$ cat src/wireframe_point_transform_defines.svh
// Assertion helpers shared by the point transform RTL.
`ifndef WIREFRAME_POINT_TRANSFORM_DEFINES_SVH
`define WIREFRAME_POINT_TRANSFORM_DEFINES_SVH

// Next-cycle implication, masked while reset is high.
`define WPT_ASSERT_NEXT(label, clk, rst, ante, cons) \
   label: assert property (@(posedge clk) disable iff (rst) (ante) |=> (cons)) \
      else $error("wireframe_point_transform: assertion failed");

// Next-cycle implication that is also checked across reset.
`define WPT_ASSERT_NEXT_NR(label, clk, ante, cons) \
   label: assert property (@(posedge clk) (ante) |=> (cons)) \
      else $error("wireframe_point_transform: assertion failed");

`endif

$ cat src/wpt_pkg.sv
`timescale 1ns / 1ps

package wpt_pkg;

   // field widths
   localparam int STEP_W         = 8;
   localparam int STEP_CNT       = 1 << STEP_W;
   localparam int XY_SCALE_W     = 12;
   localparam int HEIGHT_SCALE_W = 10;
   localparam int OFFSET_W       = 11;
   localparam int PIVOT_W        = 23;
   localparam int OUT_W          = 24;

   // datapath widths
   localparam int TRIG_W  = 16;   // Q2.14
   localparam int FRAC_W  = 14;
   localparam int XY_W    = 23;   // scaled column / row
   localparam int ZS_W    = 26;   // scaled height
   localparam int COORD_W = 28;   // rotated coordinates
   localparam int SAT_W   = 48;

   localparam int ADDR_W = 5;
   localparam int DATA_W = 32;

   localparam logic signed [TRIG_W-1:0] TRIG_ONE = 16'sd16384;
   localparam logic signed [SAT_W-1:0]  SAT_HI   = 48'sd8388607;
   localparam logic signed [SAT_W-1:0]  SAT_LO   = -48'sd8388608;

   typedef enum logic [2:0] {
      REG_XY_SCALE,
      REG_HEIGHT_SCALE,
      REG_ORIGIN_OFFSET,
      REG_PITCH_STEPS,
      REG_YAW_STEPS,
      REG_PIVOT_X,
      REG_PIVOT_Y,
      REG_PIVOT_Z
   } reg_index_type;

   typedef struct packed {
      logic [9:0]         grid_col;
      logic [9:0]         grid_row;
      logic signed [15:0] grid_height;
   } req_word_type;

   typedef struct packed {
      logic signed [OUT_W-1:0] screen_u;
      logic signed [OUT_W-1:0] screen_v;
      logic signed [OUT_W-1:0] depth_z;
   } rsp_word_type;

   typedef struct packed {
      logic signed [TRIG_W-1:0] cos_val;
      logic signed [TRIG_W-1:0] sin_val;
   } trig_type;

   typedef logic signed [TRIG_W-1:0] trig_tab_type [STEP_CNT];

   function automatic logic signed [OUT_W-1:0] sat_out(input logic signed [SAT_W-1:0] v);
      logic signed [OUT_W-1:0] r;
      if (v > SAT_HI) begin
         r = SAT_HI[OUT_W-1:0];
      end else if (v < SAT_LO) begin
         r = SAT_LO[OUT_W-1:0];
      end else begin
         r = v[OUT_W-1:0];
      end
      return r;
   endfunction

endpackage

$ cat src/wpt_trig.sv
`timescale 1ns / 1ps
`include "wireframe_point_transform_defines.svh"

module wpt_trig import wpt_pkg::*; #(
   parameter int STEPS_PER_TURN = 256
) (
   input  logic              clock,
   input  logic              reset,
   input  logic [STEP_W-1:0] pitch_steps,
   input  logic [STEP_W-1:0] yaw_steps,
   output trig_type          pitch_trig,
   output trig_type          yaw_trig
);

   // angles in Q30 radians
   localparam longint ONE_Q30     = 64'sd1073741824;
   localparam longint PI_Q30      = 64'sd3373259426;
   localparam longint PI_HALF_Q30 = 64'sd1686629713;
   localparam longint TWO_PI_Q30  = 64'sd6746518852;
   localparam longint TAYLOR_DIV [5] = '{64'sd110, 64'sd72, 64'sd42, 64'sd20, 64'sd6};

   // Taylor series to x^11 after folding to the first quadrant
   function automatic logic signed [TRIG_W-1:0] sin_q14(input longint ang);
      longint x;
      longint x2;
      longint t;
      longint s;
      longint r;
      logic   neg;
      int     k;
      x   = ang;
      neg = 1'b0;
      if (x > PI_Q30) begin
         neg = 1'b1;
         x   = TWO_PI_Q30 - x;
      end
      if (x > PI_HALF_Q30) begin
         x = PI_Q30 - x;
      end
      x2 = (x * x) >>> 30;
      t  = ONE_Q30;
      for (k = 0; k < 5; k++) begin
         t = ONE_Q30 - ((x2 * t) >>> 30) / TAYLOR_DIV[3'(k)];
      end
      s = (x * t) >>> 30;
      r = (s + 64'sd32768) >>> 16;
      if (r > 64'sd16384) begin
         r = 64'sd16384;
      end
      if (neg) begin
         r = -r;
      end
      return r[TRIG_W-1:0];
   endfunction

   function automatic trig_tab_type build_tab(input logic want_cos);
      trig_tab_type tab;
      longint       ang;
      longint       xc;
      int           i;
      for (i = 0; i < STEP_CNT; i++) begin
         ang = longint'(i % STEPS_PER_TURN) * TWO_PI_Q30 / STEPS_PER_TURN;
         if (!want_cos) begin
            tab[STEP_W'(i)] = sin_q14(ang);
         end else if ((i % STEPS_PER_TURN) == 0) begin
            // zero phase is an exact identity rotation
            tab[STEP_W'(i)] = TRIG_ONE;
         end else begin
            xc = ang + PI_HALF_Q30;
            if (xc >= TWO_PI_Q30) begin
               xc = xc - TWO_PI_Q30;
            end
            tab[STEP_W'(i)] = sin_q14(xc);
         end
      end
      return tab;
   endfunction

   localparam trig_tab_type SIN_TAB = build_tab(1'b0);
   localparam trig_tab_type COS_TAB = build_tab(1'b1);

   trig_type pitch_trig_ff;
   trig_type yaw_trig_ff;

   logic pitch_ident;
   logic yaw_ident;

   always_ff @(posedge clock) begin
      pitch_trig_ff.cos_val <= COS_TAB[pitch_steps];
      pitch_trig_ff.sin_val <= SIN_TAB[pitch_steps];
      yaw_trig_ff.cos_val   <= COS_TAB[yaw_steps];
      yaw_trig_ff.sin_val   <= SIN_TAB[yaw_steps];
   end

   assign pitch_trig = pitch_trig_ff;
   assign yaw_trig   = yaw_trig_ff;

   assign pitch_ident = (pitch_trig.cos_val == TRIG_ONE) && (pitch_trig.sin_val == '0);
   assign yaw_ident   = (yaw_trig.cos_val == TRIG_ONE) && (yaw_trig.sin_val == '0);

   `WPT_ASSERT_NEXT(a_pitch_zero_identity, clock, reset, pitch_steps == '0, pitch_ident)
   `WPT_ASSERT_NEXT(a_yaw_zero_identity, clock, reset, yaw_steps == '0, yaw_ident)

endmodule

$ cat src/wpt_rotate.sv
`timescale 1ns / 1ps

// Rotation of (a, b) about (pivot_a, pivot_b):
//   a' = trunc((c*da - s*db + pivot_a*2^14) / 2^14)
//   b' = trunc((s*da + c*db + pivot_b*2^14) / 2^14)
// Stage 1: differences and products. Stage 2: sums and truncation.
module wpt_rotate import wpt_pkg::*; #(
   parameter int A_W    = 23,
   parameter int B_W    = 26,
   parameter int SIDE_W = 23
) (
   input  logic                      clock,
   input  logic                      reset,
   input  logic                      en,
   input  trig_type                  trig,
   input  logic                      in_vld,
   input  logic signed [A_W-1:0]     a,
   input  logic signed [B_W-1:0]     b,
   input  logic signed [PIVOT_W-1:0] pivot_a,
   input  logic signed [PIVOT_W-1:0] pivot_b,
   input  logic [SIDE_W-1:0]         side,
   output logic                      out_vld,
   output logic signed [COORD_W-1:0] a_out,
   output logic signed [COORD_W-1:0] b_out,
   output logic [SIDE_W-1:0]         side_out
);

   localparam int AB_W   = (A_W > B_W) ? A_W : B_W;
   localparam int IN_W   = (AB_W > PIVOT_W) ? AB_W : PIVOT_W;
   localparam int D_W    = IN_W + 1;
   localparam int PROD_W = TRIG_W + D_W;
   localparam int SUM_W  = PROD_W + 2;
   localparam logic signed [SUM_W-1:0] TRUNC_BIAS = SUM_W'((1 << FRAC_W) - 1);
   localparam logic signed [SUM_W-1:0] NO_BIAS    = SUM_W'(0);

   logic signed [D_W-1:0]     da;
   logic signed [D_W-1:0]     db;
   logic signed [PROD_W-1:0]  ca_in, sb_in, sa_in, cb_in;
   logic signed [PROD_W-1:0]  ca_ff, sb_ff, sa_ff, cb_ff;
   logic                      mid_vld_ff;
   logic [SIDE_W-1:0]         side_mid_ff;

   logic signed [SUM_W-1:0]   sum_a, sum_b;
   logic signed [SUM_W-1:0]   bias_a, bias_b;
   logic signed [SUM_W-1:0]   quo_a, quo_b;
   logic signed [COORD_W-1:0] a_out_in, b_out_in;
   logic signed [COORD_W-1:0] a_out_ff, b_out_ff;
   logic                      out_vld_ff;
   logic [SIDE_W-1:0]         side_out_ff;

   always_comb begin
      da    = D_W'(a) - D_W'(pivot_a);
      db    = D_W'(b) - D_W'(pivot_b);
      ca_in = PROD_W'(trig.cos_val) * PROD_W'(da);
      sb_in = PROD_W'(trig.sin_val) * PROD_W'(db);
      sa_in = PROD_W'(trig.sin_val) * PROD_W'(da);
      cb_in = PROD_W'(trig.cos_val) * PROD_W'(db);
   end

   always_comb begin
      sum_a    = SUM_W'(ca_ff) - SUM_W'(sb_ff) + (SUM_W'(pivot_a) <<< FRAC_W);
      sum_b    = SUM_W'(sa_ff) + SUM_W'(cb_ff) + (SUM_W'(pivot_b) <<< FRAC_W);
      // round toward zero
      bias_a   = sum_a[SUM_W-1] ? TRUNC_BIAS : NO_BIAS;
      bias_b   = sum_b[SUM_W-1] ? TRUNC_BIAS : NO_BIAS;
      quo_a    = (sum_a + bias_a) >>> FRAC_W;
      quo_b    = (sum_b + bias_b) >>> FRAC_W;
      a_out_in = quo_a[COORD_W-1:0];
      b_out_in = quo_b[COORD_W-1:0];
   end

   always_ff @(posedge clock) begin
      if (reset) begin
         mid_vld_ff <= 1'b0;
         out_vld_ff <= 1'b0;
      end else if (en) begin
         mid_vld_ff <= in_vld;
         out_vld_ff <= mid_vld_ff;
      end
   end

   always_ff @(posedge clock) begin
      if (en) begin
         ca_ff       <= ca_in;
         sb_ff       <= sb_in;
         sa_ff       <= sa_in;
         cb_ff       <= cb_in;
         side_mid_ff <= side;
         a_out_ff    <= a_out_in;
         b_out_ff    <= b_out_in;
         side_out_ff <= side_mid_ff;
      end
   end

   assign out_vld  = out_vld_ff;
   assign a_out    = a_out_ff;
   assign b_out    = b_out_ff;
   assign side_out = side_out_ff;

endmodule

$ cat src/wpt_project.sv
`timescale 1ns / 1ps
`include "wireframe_point_transform_defines.svh"

// Isometric projection and output saturation.
// Stage 1: u/v sums and the 1/sqrt2, 1/sqrt6 products. Stage 2: truncation,
// saturation, output register.
module wpt_project import wpt_pkg::*; (
   input  logic                      clock,
   input  logic                      reset,
   input  logic                      en,
   input  logic                      in_vld,
   input  logic signed [COORD_W-1:0] x,
   input  logic signed [COORD_W-1:0] y,
   input  logic signed [COORD_W-1:0] z,
   output logic                      out_vld,
   output rsp_word_type              out_word
);

   localparam int SU_W   = COORD_W + 1;
   localparam int SV_W   = COORD_W + 3;
   localparam int PROD_W = SAT_W;
   localparam int SCALE_SHIFT = 16;
   localparam logic signed [PROD_W-1:0] INV_SQRT2_Q16 = PROD_W'(46341);
   localparam logic signed [PROD_W-1:0] INV_SQRT6_Q16 = PROD_W'(26755);
   localparam logic signed [PROD_W-1:0] TRUNC_BIAS    = PROD_W'((1 << SCALE_SHIFT) - 1);
   localparam logic signed [PROD_W-1:0] NO_BIAS       = PROD_W'(0);

   logic signed [SU_W-1:0]    su;
   logic signed [SV_W-1:0]    sv;
   logic signed [PROD_W-1:0]  pu_in, pv_in;
   logic signed [PROD_W-1:0]  pu_ff, pv_ff;
   logic signed [COORD_W-1:0] z_mid_ff;
   logic                      mid_vld_ff;

   logic signed [PROD_W-1:0]  bias_u, bias_v;
   logic signed [PROD_W-1:0]  qu, qv;
   rsp_word_type              out_in;
   rsp_word_type              out_ff;
   logic                      out_vld_ff;

   always_comb begin
      su    = SU_W'(x) + SU_W'(z);
      sv    = SV_W'(x) + (SV_W'(y) <<< 1) - SV_W'(z);
      pu_in = PROD_W'(su) * INV_SQRT2_Q16;
      pv_in = PROD_W'(sv) * INV_SQRT6_Q16;
   end

   always_comb begin
      bias_u          = pu_ff[PROD_W-1] ? TRUNC_BIAS : NO_BIAS;
      bias_v          = pv_ff[PROD_W-1] ? TRUNC_BIAS : NO_BIAS;
      qu              = (pu_ff + bias_u) >>> SCALE_SHIFT;
      qv              = (pv_ff + bias_v) >>> SCALE_SHIFT;
      out_in.screen_u = sat_out(qu);
      out_in.screen_v = sat_out(qv);
      out_in.depth_z  = sat_out(SAT_W'(z_mid_ff));
   end

   always_ff @(posedge clock) begin
      if (reset) begin
         mid_vld_ff <= 1'b0;
         out_vld_ff <= 1'b0;
      end else if (en) begin
         mid_vld_ff <= in_vld;
         out_vld_ff <= mid_vld_ff;
      end
   end

   always_ff @(posedge clock) begin
      if (en) begin
         pu_ff    <= pu_in;
         pv_ff    <= pv_in;
         z_mid_ff <= z;
         out_ff   <= out_in;
      end
   end

   assign out_vld  = out_vld_ff;
   assign out_word = out_ff;

   `WPT_ASSERT_NEXT(a_no_phantom_word, clock, reset, en && !mid_vld_ff, !out_vld_ff)

endmodule

$ cat src/wireframe_point_transform.sv
// Pipeline stages: scale 1, pitch 2, yaw 2, project 2, from req word accept to rsp_valid.
// Throughput: one word per cycle; the seven stages advance together whenever the
// output register is empty or being taken, so a stall holds every stage in place.
// Trig values for a new angle are ready in the cycle after its register write.
// Reset (synchronous, active high) empties the pipeline and loads register defaults.
`timescale 1ns / 1ps
`include "wireframe_point_transform_defines.svh"

module wireframe_point_transform import wpt_pkg::*; #(
   parameter int STEPS_PER_TURN = 256
) (
   input  logic              clock,
   input  logic              reset,

   // vertex words in
   input  logic              req_valid,
   output logic              req_ready,
   input  req_word_type      req_data,

   // screen-space words out
   output logic              rsp_valid,
   input  logic              rsp_ready,
   output rsp_word_type      rsp_data,

   // register port
   input  logic              psel,
   input  logic              penable,
   input  logic              pwrite,
   input  logic [ADDR_W-1:0] paddr,
   input  logic [DATA_W-1:0] pwdata,
   output logic [DATA_W-1:0] prdata,
   output logic              pready
);

   //------------------------------------------------------------------
   // Registers, one per 32-bit word
   //------------------------------------------------------------------
   logic [XY_SCALE_W-1:0]            xy_scale_ff;
   logic signed [HEIGHT_SCALE_W-1:0] height_scale_ff;
   logic [OFFSET_W-1:0]              origin_offset_ff;
   logic [STEP_W-1:0]                pitch_steps_ff;
   logic [STEP_W-1:0]                yaw_steps_ff;
   logic signed [PIVOT_W-1:0]        pivot_x_ff;
   logic signed [PIVOT_W-1:0]        pivot_y_ff;
   logic signed [PIVOT_W-1:0]        pivot_z_ff;

   logic          csr_write;
   reg_index_type csr_index;

   assign pready    = 1'b1;
   assign csr_write = psel & penable & pwrite & pready;
   assign csr_index = reg_index_type'(paddr[ADDR_W-1:2]);

   always_ff @(posedge clock) begin
      if (reset) begin
         xy_scale_ff      <= XY_SCALE_W'(1);
         height_scale_ff  <= HEIGHT_SCALE_W'(1);
         origin_offset_ff <= '0;
         pitch_steps_ff   <= '0;
         yaw_steps_ff     <= '0;
         pivot_x_ff       <= '0;
         pivot_y_ff       <= '0;
         pivot_z_ff       <= '0;
      end else if (csr_write) begin
         case (csr_index)
            REG_XY_SCALE:      xy_scale_ff      <= pwdata[XY_SCALE_W-1:0];
            REG_HEIGHT_SCALE:  height_scale_ff  <= pwdata[HEIGHT_SCALE_W-1:0];
            REG_ORIGIN_OFFSET: origin_offset_ff <= pwdata[OFFSET_W-1:0];
            REG_PITCH_STEPS:   pitch_steps_ff   <= pwdata[STEP_W-1:0];
            REG_YAW_STEPS:     yaw_steps_ff     <= pwdata[STEP_W-1:0];
            REG_PIVOT_X:       pivot_x_ff       <= pwdata[PIVOT_W-1:0];
            REG_PIVOT_Y:       pivot_y_ff       <= pwdata[PIVOT_W-1:0];
            REG_PIVOT_Z:       pivot_z_ff       <= pwdata[PIVOT_W-1:0];
            default: ;
         endcase
      end
   end

   // read back; signed registers come back sign-extended
   always_comb begin
      case (csr_index)
         REG_XY_SCALE:      prdata = DATA_W'(xy_scale_ff);
         REG_HEIGHT_SCALE:  prdata = DATA_W'(height_scale_ff);
         REG_ORIGIN_OFFSET: prdata = DATA_W'(origin_offset_ff);
         REG_PITCH_STEPS:   prdata = DATA_W'(pitch_steps_ff);
         REG_YAW_STEPS:     prdata = DATA_W'(yaw_steps_ff);
         REG_PIVOT_X:       prdata = DATA_W'(pivot_x_ff);
         REG_PIVOT_Y:       prdata = DATA_W'(pivot_y_ff);
         REG_PIVOT_Z:       prdata = DATA_W'(pivot_z_ff);
         default:           prdata = '0;
      endcase
   end

   //------------------------------------------------------------------
   // Pipeline advance: every stage moves when the output register is
   // free or its word leaves this cycle.
   //------------------------------------------------------------------
   logic en;

   assign en        = !rsp_valid || rsp_ready;
   assign req_ready = en;

   //------------------------------------------------------------------
   // Sine / cosine lookup for both angles (constant tables, registered)
   //------------------------------------------------------------------
   trig_type pitch_trig;
   trig_type yaw_trig;

   wpt_trig #(
      .STEPS_PER_TURN (STEPS_PER_TURN)
   ) u_trig (
      .clock       (clock),
      .reset       (reset),
      .pitch_steps (pitch_steps_ff),
      .yaw_steps   (yaw_steps_ff),
      .pitch_trig  (pitch_trig),
      .yaw_trig    (yaw_trig)
   );

   //------------------------------------------------------------------
   // Stage 1: x = col*scale + offset, y = row*scale + offset,
   // z = height*height_scale. x and y never exceed 22 bits.
   //------------------------------------------------------------------
   logic signed [XY_W-1:0] x_in, y_in, x_ff, y_ff;
   logic signed [ZS_W-1:0] z_in, z_ff;
   logic                   scale_vld_ff;

   always_comb begin
      x_in = XY_W'(req_data.grid_col) * XY_W'(xy_scale_ff) + XY_W'(origin_offset_ff);
      y_in = XY_W'(req_data.grid_row) * XY_W'(xy_scale_ff) + XY_W'(origin_offset_ff);
      z_in = ZS_W'(req_data.grid_height) * ZS_W'(height_scale_ff);
   end

   always_ff @(posedge clock) begin
      if (reset) begin
         scale_vld_ff <= 1'b0;
      end else if (en) begin
         scale_vld_ff <= req_valid;
      end
   end

   always_ff @(posedge clock) begin
      if (en) begin
         x_ff <= x_in;
         y_ff <= y_in;
         z_ff <= z_in;
      end
   end

   //------------------------------------------------------------------
   // Stages 2-3: pitch, rotate (y, z) about (pivot_y, pivot_z); x rides along
   //------------------------------------------------------------------
   logic                      pitch_vld;
   logic signed [COORD_W-1:0] y_p, z_p;
   logic [XY_W-1:0]           x_p;

   wpt_rotate #(
      .A_W    (XY_W),
      .B_W    (ZS_W),
      .SIDE_W (XY_W)
   ) u_pitch (
      .clock    (clock),
      .reset    (reset),
      .en       (en),
      .trig     (pitch_trig),
      .in_vld   (scale_vld_ff),
      .a        (y_ff),
      .b        (z_ff),
      .pivot_a  (pivot_y_ff),
      .pivot_b  (pivot_z_ff),
      .side     (x_ff),
      .out_vld  (pitch_vld),
      .a_out    (y_p),
      .b_out    (z_p),
      .side_out (x_p)
   );

   //------------------------------------------------------------------
   // Stages 4-5: yaw, rotate (z, x) about (pivot_z, pivot_x); this order
   // gives z' = c*dz - s*dx and x' = s*dz + c*dx. y rides along.
   //------------------------------------------------------------------
   logic                      yaw_vld;
   logic signed [COORD_W-1:0] z_r, x_r;
   logic [COORD_W-1:0]        y_r;

   wpt_rotate #(
      .A_W    (COORD_W),
      .B_W    (XY_W),
      .SIDE_W (COORD_W)
   ) u_yaw (
      .clock    (clock),
      .reset    (reset),
      .en       (en),
      .trig     (yaw_trig),
      .in_vld   (pitch_vld),
      .a        (z_p),
      .b        (signed'(x_p)),
      .pivot_a  (pivot_z_ff),
      .pivot_b  (pivot_x_ff),
      .side     (y_p),
      .out_vld  (yaw_vld),
      .a_out    (z_r),
      .b_out    (x_r),
      .side_out (y_r)
   );

   //------------------------------------------------------------------
   // Stages 6-7: projection, saturation, output register
   //------------------------------------------------------------------
   wpt_project u_project (
      .clock    (clock),
      .reset    (reset),
      .en       (en),
      .in_vld   (yaw_vld),
      .x        (x_r),
      .y        (signed'(y_r)),
      .z        (z_r),
      .out_vld  (rsp_valid),
      .out_word (rsp_data)
   );

   //------------------------------------------------------------------
   // Checks
   //------------------------------------------------------------------
   logic [3:0] pipe_vld;

   assign pipe_vld = {scale_vld_ff, pitch_vld, yaw_vld, rsp_valid};

   `WPT_ASSERT_NEXT_NR(a_reset_empties_pipe, clock, reset, pipe_vld == '0)
   `WPT_ASSERT_NEXT(a_stall_freezes_pipe, clock, reset, rsp_valid && !rsp_ready, $stable(pipe_vld))

endmodule

$ cat config.mk
export PLATFORM = sky130hd
export DESIGN_NAME = wireframe_point_transform
export DESIGN_NICKNAME = d
export VERILOG_FILES = /design/src/wpt_pkg.sv /design/src/wpt_trig.sv /design/src/wpt_rotate.sv /design/src/wpt_project.sv /design/src/wireframe_point_transform.sv
export VERILOG_INCLUDE_DIRS = /design/src /design/src/src
export SDC_FILE = /design/constraint.sdc
export NUM_CORES = 2
export LEC_CHECK = 0
export BUFFER_PORTS_ARGS = -buffer_cell sky130_fd_sc_hd__buf_2
export CAP_MARGIN = 20
export CELL_PAD_IN_SITES_DETAIL_PLACEMENT = 1
export CELL_PAD_IN_SITES_GLOBAL_PLACEMENT = 1
export CORE_UTILIZATION = 52
export DETAILED_ROUTE_END_ITERATION = 12
export PLACE_DENSITY = 0.9
export SETUP_SLACK_MARGIN = 0.02
export SYNTH_ARGS = -nofsm -noshare
export SYNTH_HDL_FRONTEND = slang
export SYNTH_SLANG_ARGS = --single-unit
$ cat constraint.sdc
create_clock -name clock -period 15.95 [get_ports clock]
set_clock_uncertainty 0.05 [all_clocks]
set_input_delay 1.595 -clock clock [delete_from_list [all_inputs] [get_ports clock]]
set_output_delay 1.595 -clock clock [all_outputs]
set_load 0.1 [all_outputs]
==> flow_metrics.env <==
export IMPL_cts_htree_levels=3
export IMPL_wl_per_cell_um=23.65
export IMPL_chipHeight_um=369.3
export IMPL_starting_density=0.5251
export IMPL_cp_slowest_cell="sky130_fd_sc_hd__o311ai_0"
export IMPL_cts_hold_repair_buffers=0
export IMPL_timing_final_max_slew_violations=0
export IMPL_synth_top_cells_by_area="sky130_fd_sc_hd__edfxtp_1 25%, sky130_fd_sc_hd__ha_1 17%, sky130_fd_sc_hd__fa_1 17%"
export IMPL_flow_area_growth_from_synthesis_pct=7.844
export IMPL_clock_sinks=708
export IMPL_global_route_usage_total=0.3109
export IMPL_seq_area_frac_synth=0.2849
export IMPL_gp_congestion=0.9791
export IMPL_drt_iter0_drc=3907
export IMPL_die_area_um2=136400
export IMPL_critical_path_startpoint_type="register"
export IMPL_drc_errors=40
export IMPL_cts_root_buffer="sky130_fd_sc_hd__clkbuf_16"
export IMPL_period_share=0.6116
export IMPL_cts_resized=0
export IMPL_drt_total_wl_um=213900
export IMPL_drt_vias_per_instance=5.951
export IMPL_finalSetupViolCount=0
export IMPL_synth_enable_flop_cells=581
export IMPL_dr_total_vias=53830
export IMPL_synth_top_cell_area_share=0.2486
export IMPL_drt_pass1_iterations=11
export IMPL_postCtsSetupRepairBufs=0
export IMPL_ant_nets=0
export IMPL_class_of_the_most_critical_hold_timing_path="register to register"
export IMPL_syn_area_um2=70170
export IMPL_synth_top_flop_cell="sky130_fd_sc_hd__edfxtp_1"
export IMPL_yosys_register_bits=708
export IMPL_final_nets=8819
export IMPL_dp_hpwl_um=162100
export IMPL_grt_pass1_wl_um=332400
export IMPL_post_synth_arst_share=0
export IMPL_timing_fmax_mhz=102.5
export IMPL_post_route_cells_drive_above_1_share=0.06669
export IMPL_timing_critical_path_fanout_max=7
export IMPL_violations_in_the_final_reports="design-rule violations"
export IMPL_synth_lib_cells_used_distinct=119
export IMPL_max_slew_worst_pin_slew_ns=1.222
export IMPL_criticalPathCategory="register to register"
export IMPL_most_used_standard_cells_in_the_synthesized_netlist="1175 x sky130_fd_sc_hd__inv_1, 949 x sky130_fd_sc_hd__ha_1, 604 x sky130_fd_sc_hd__nand2_1"
export IMPL_tritoncts="done"
export IMPL_globalRoute_totalOverflow=0
export IMPL_fin_hold_viols=0
export IMPL_yosys_cell_count_top_type="sky130_fd_sc_hd__inv_1"
export IMPL_synthesis_area_per_instance_um2=9.890
export IMPL_rsz0062_at_grt="no"
export IMPL_cts_path_max_buffers=3
export IMPL_maxSlewHeadroom=0.1839
export IMPL_critPathArrivalTime_ns=10.16
export IMPL_die_span_x_um=369.3
export IMPL_worstSkewPairLatency_ns=0.73
export IMPL_initial_antenna_violation_count=7
export IMPL_syn_num_nets=8709
export IMPL_timing_critical_path_to_type="register"
export IMPL_setup_tns_ns=0
export IMPL_max_stage_delay_ns=0.70
export IMPL_synth_yosys_warnings=0
export IMPL_cts_buffers_inserted=83
export IMPL_synth_area_leader_cell="sky130_fd_sc_hd__edfxtp_1"
export IMPL_floorplan_core_area_um2=133600
export IMPL_timing_final_crit_period_ns=9.755
export IMPL_outcome="finished with violations"
export IMPL_numPortBuffers=174
export IMPL_largest_net_degree_at_the_start_of_global_routing=195
export IMPL_cp_required_ns=16.35
export IMPL_number_of_instances_in_the_synthesized_netlist=7095
export IMPL_placementRows=134
export IMPL_num_io_pins=187
export IMPL_clk_slew_on_worst_s_h_paths_ns=0.06
export IMPL_via_count_of_the_first_global_routing_pass=60040
export IMPL_drv_cap=0
-- per-layer routing --
| metal | track usage | vias up | share of wire |
|---|---|---|---|
| met2 | 0.5518 | 2011 | 0.50 |
| met5 | 0 | - | 0.00013 |
| met3 | 0.04671 | 715 | 0.056 |
| met4 | 0.1958 | 4 | 0.070 |
| met1 | 0.3479 | 27020 | 0.37 |
| li1 | - | 24080 | - |
-- registers in the layout (all words and copies together) (netlist names), 28 cells and up --
signal / count
u_pitch.a_out: 28
u_pitch.b_out: 28
u_project.out_word: 72
u_project.pu_ff: 45
u_project.pv_ff: 47
u_project.z_mid_ff: 28
u_yaw.a_out: 28
u_yaw.b_out: 28
u_yaw.ca_ff: 28
u_yaw.side_mid_ff: 28
u_yaw.side_out: 28
-- placed cells by master (no fill, tap or decap), types with 22 or more instances in the layout --
cell type                   count
sky130_fd_sc_hd__a21oi_1      405
sky130_fd_sc_hd__o21ai_0      175
sky130_fd_sc_hd__xnor2_1      296
sky130_fd_sc_hd__a21o_1       215
sky130_fd_sc_hd__inv_1       1174
sky130_fd_sc_hd__nand4_1       37
sky130_fd_sc_hd__o21ai_2       22
sky130_fd_sc_hd__xor2_1       134
sky130_fd_sc_hd__o21bai_1      40
sky130_fd_sc_hd__buf_4         46
sky130_fd_sc_hd__a211oi_1      40
sky130_fd_sc_hd__mux2i_1       52
sky130_fd_sc_hd__o21a_1        64
sky130_fd_sc_hd__dfxtp_1      127
sky130_fd_sc_hd__and3_1        41
sky130_fd_sc_hd__nand3_1      103
sky130_fd_sc_hd__or3_1         29
sky130_fd_sc_hd__nand2_1      604
sky130_fd_sc_hd__nor3_1        84
sky130_fd_sc_hd__fa_1         585
sky130_fd_sc_hd__o21ai_1       25
sky130_fd_sc_hd__or2_2         29
sky130_fd_sc_hd__nand2b_1      62
sky130_fd_sc_hd__a31oi_1       51
sky130_fd_sc_hd__clkbuf_16     86
sky130_fd_sc_hd__and2_1       234
sky130_fd_sc_hd__ha_1         949
sky130_fd_sc_hd__nor2b_1       62
sky130_fd_sc_hd__nor2_1       318
sky130_fd_sc_hd__buf_2        174
sky130_fd_sc_hd__edfxtp_1     581
-- metrics by stage --
stage          instance area [um2]  hold slack, ns  instances    util  setup WS (ns)
6_report                     75670          0.3328       9045  0.5663          6.195
2_1_floorplan                70170          0.3503       7095       -         0.7074
4_1_cts                      75550          0.3378       9033  0.5653          6.323
5_1_grt                      75660          0.3435       9042  0.5662          5.798
3_3_place_gp                 72790          0.3524       8881  0.5447          6.812
3_5_place_dp                 72790          0.3563       8881  0.5447          6.434
-- worst paths after layout --
check | start | end | slack [ns] | depth (start not counted)
setup / recovery | u_yaw.a_out[1] | u_project.pu_ff[44] | 6.19 | 33
hold / removal | u_pitch.a_out[10] | u_yaw.side_mid_ff[10] | 0.33 | 0
setup reg to reg | u_yaw.a_out[1] | u_project.pu_ff[44] | 6.19 | 33
hold reg to reg | u_pitch.a_out[10] | u_yaw.side_mid_ff[10] | 0.33 | 0
-- logic make-up after synthesis --
group | share of synthesized area
xor+xnor | 0.05485
buf+inv | 0.07509
fa+ha+maj | 0.3363
simple gates | 0.1164
other cells | 0.00005344
mux | 0.01004
flops | 0.2849
compound gates | 0.1224
-- critical path: cells and delay by family (launching register included) --
kind	cells	cell delay, ns
compound gates	16	4.16
xor+xnor	1	0.11
fa+ha+maj	8	3.65
buf+inv	5	0.42
flops	1	0.55
mux	1	0.22
simple gates	2	0.32
-- layout make-up --
type,count,area (um2)
Clock inverter,48,505.5
Tap cell,1768,2212
Multi-Input combinational cell,5008,44940
Clock buffer,104,2251
Antenna cell,5,12.51
Fill cell,14720,57950
Sequential cell,708,19990
Inverter,1179,4433
Timing Repair Buffer,225,1330
Power is left out: the tool's default activity adds up to more than one toggle a clock period on the data nets, which glitch-free logic cannot reach.
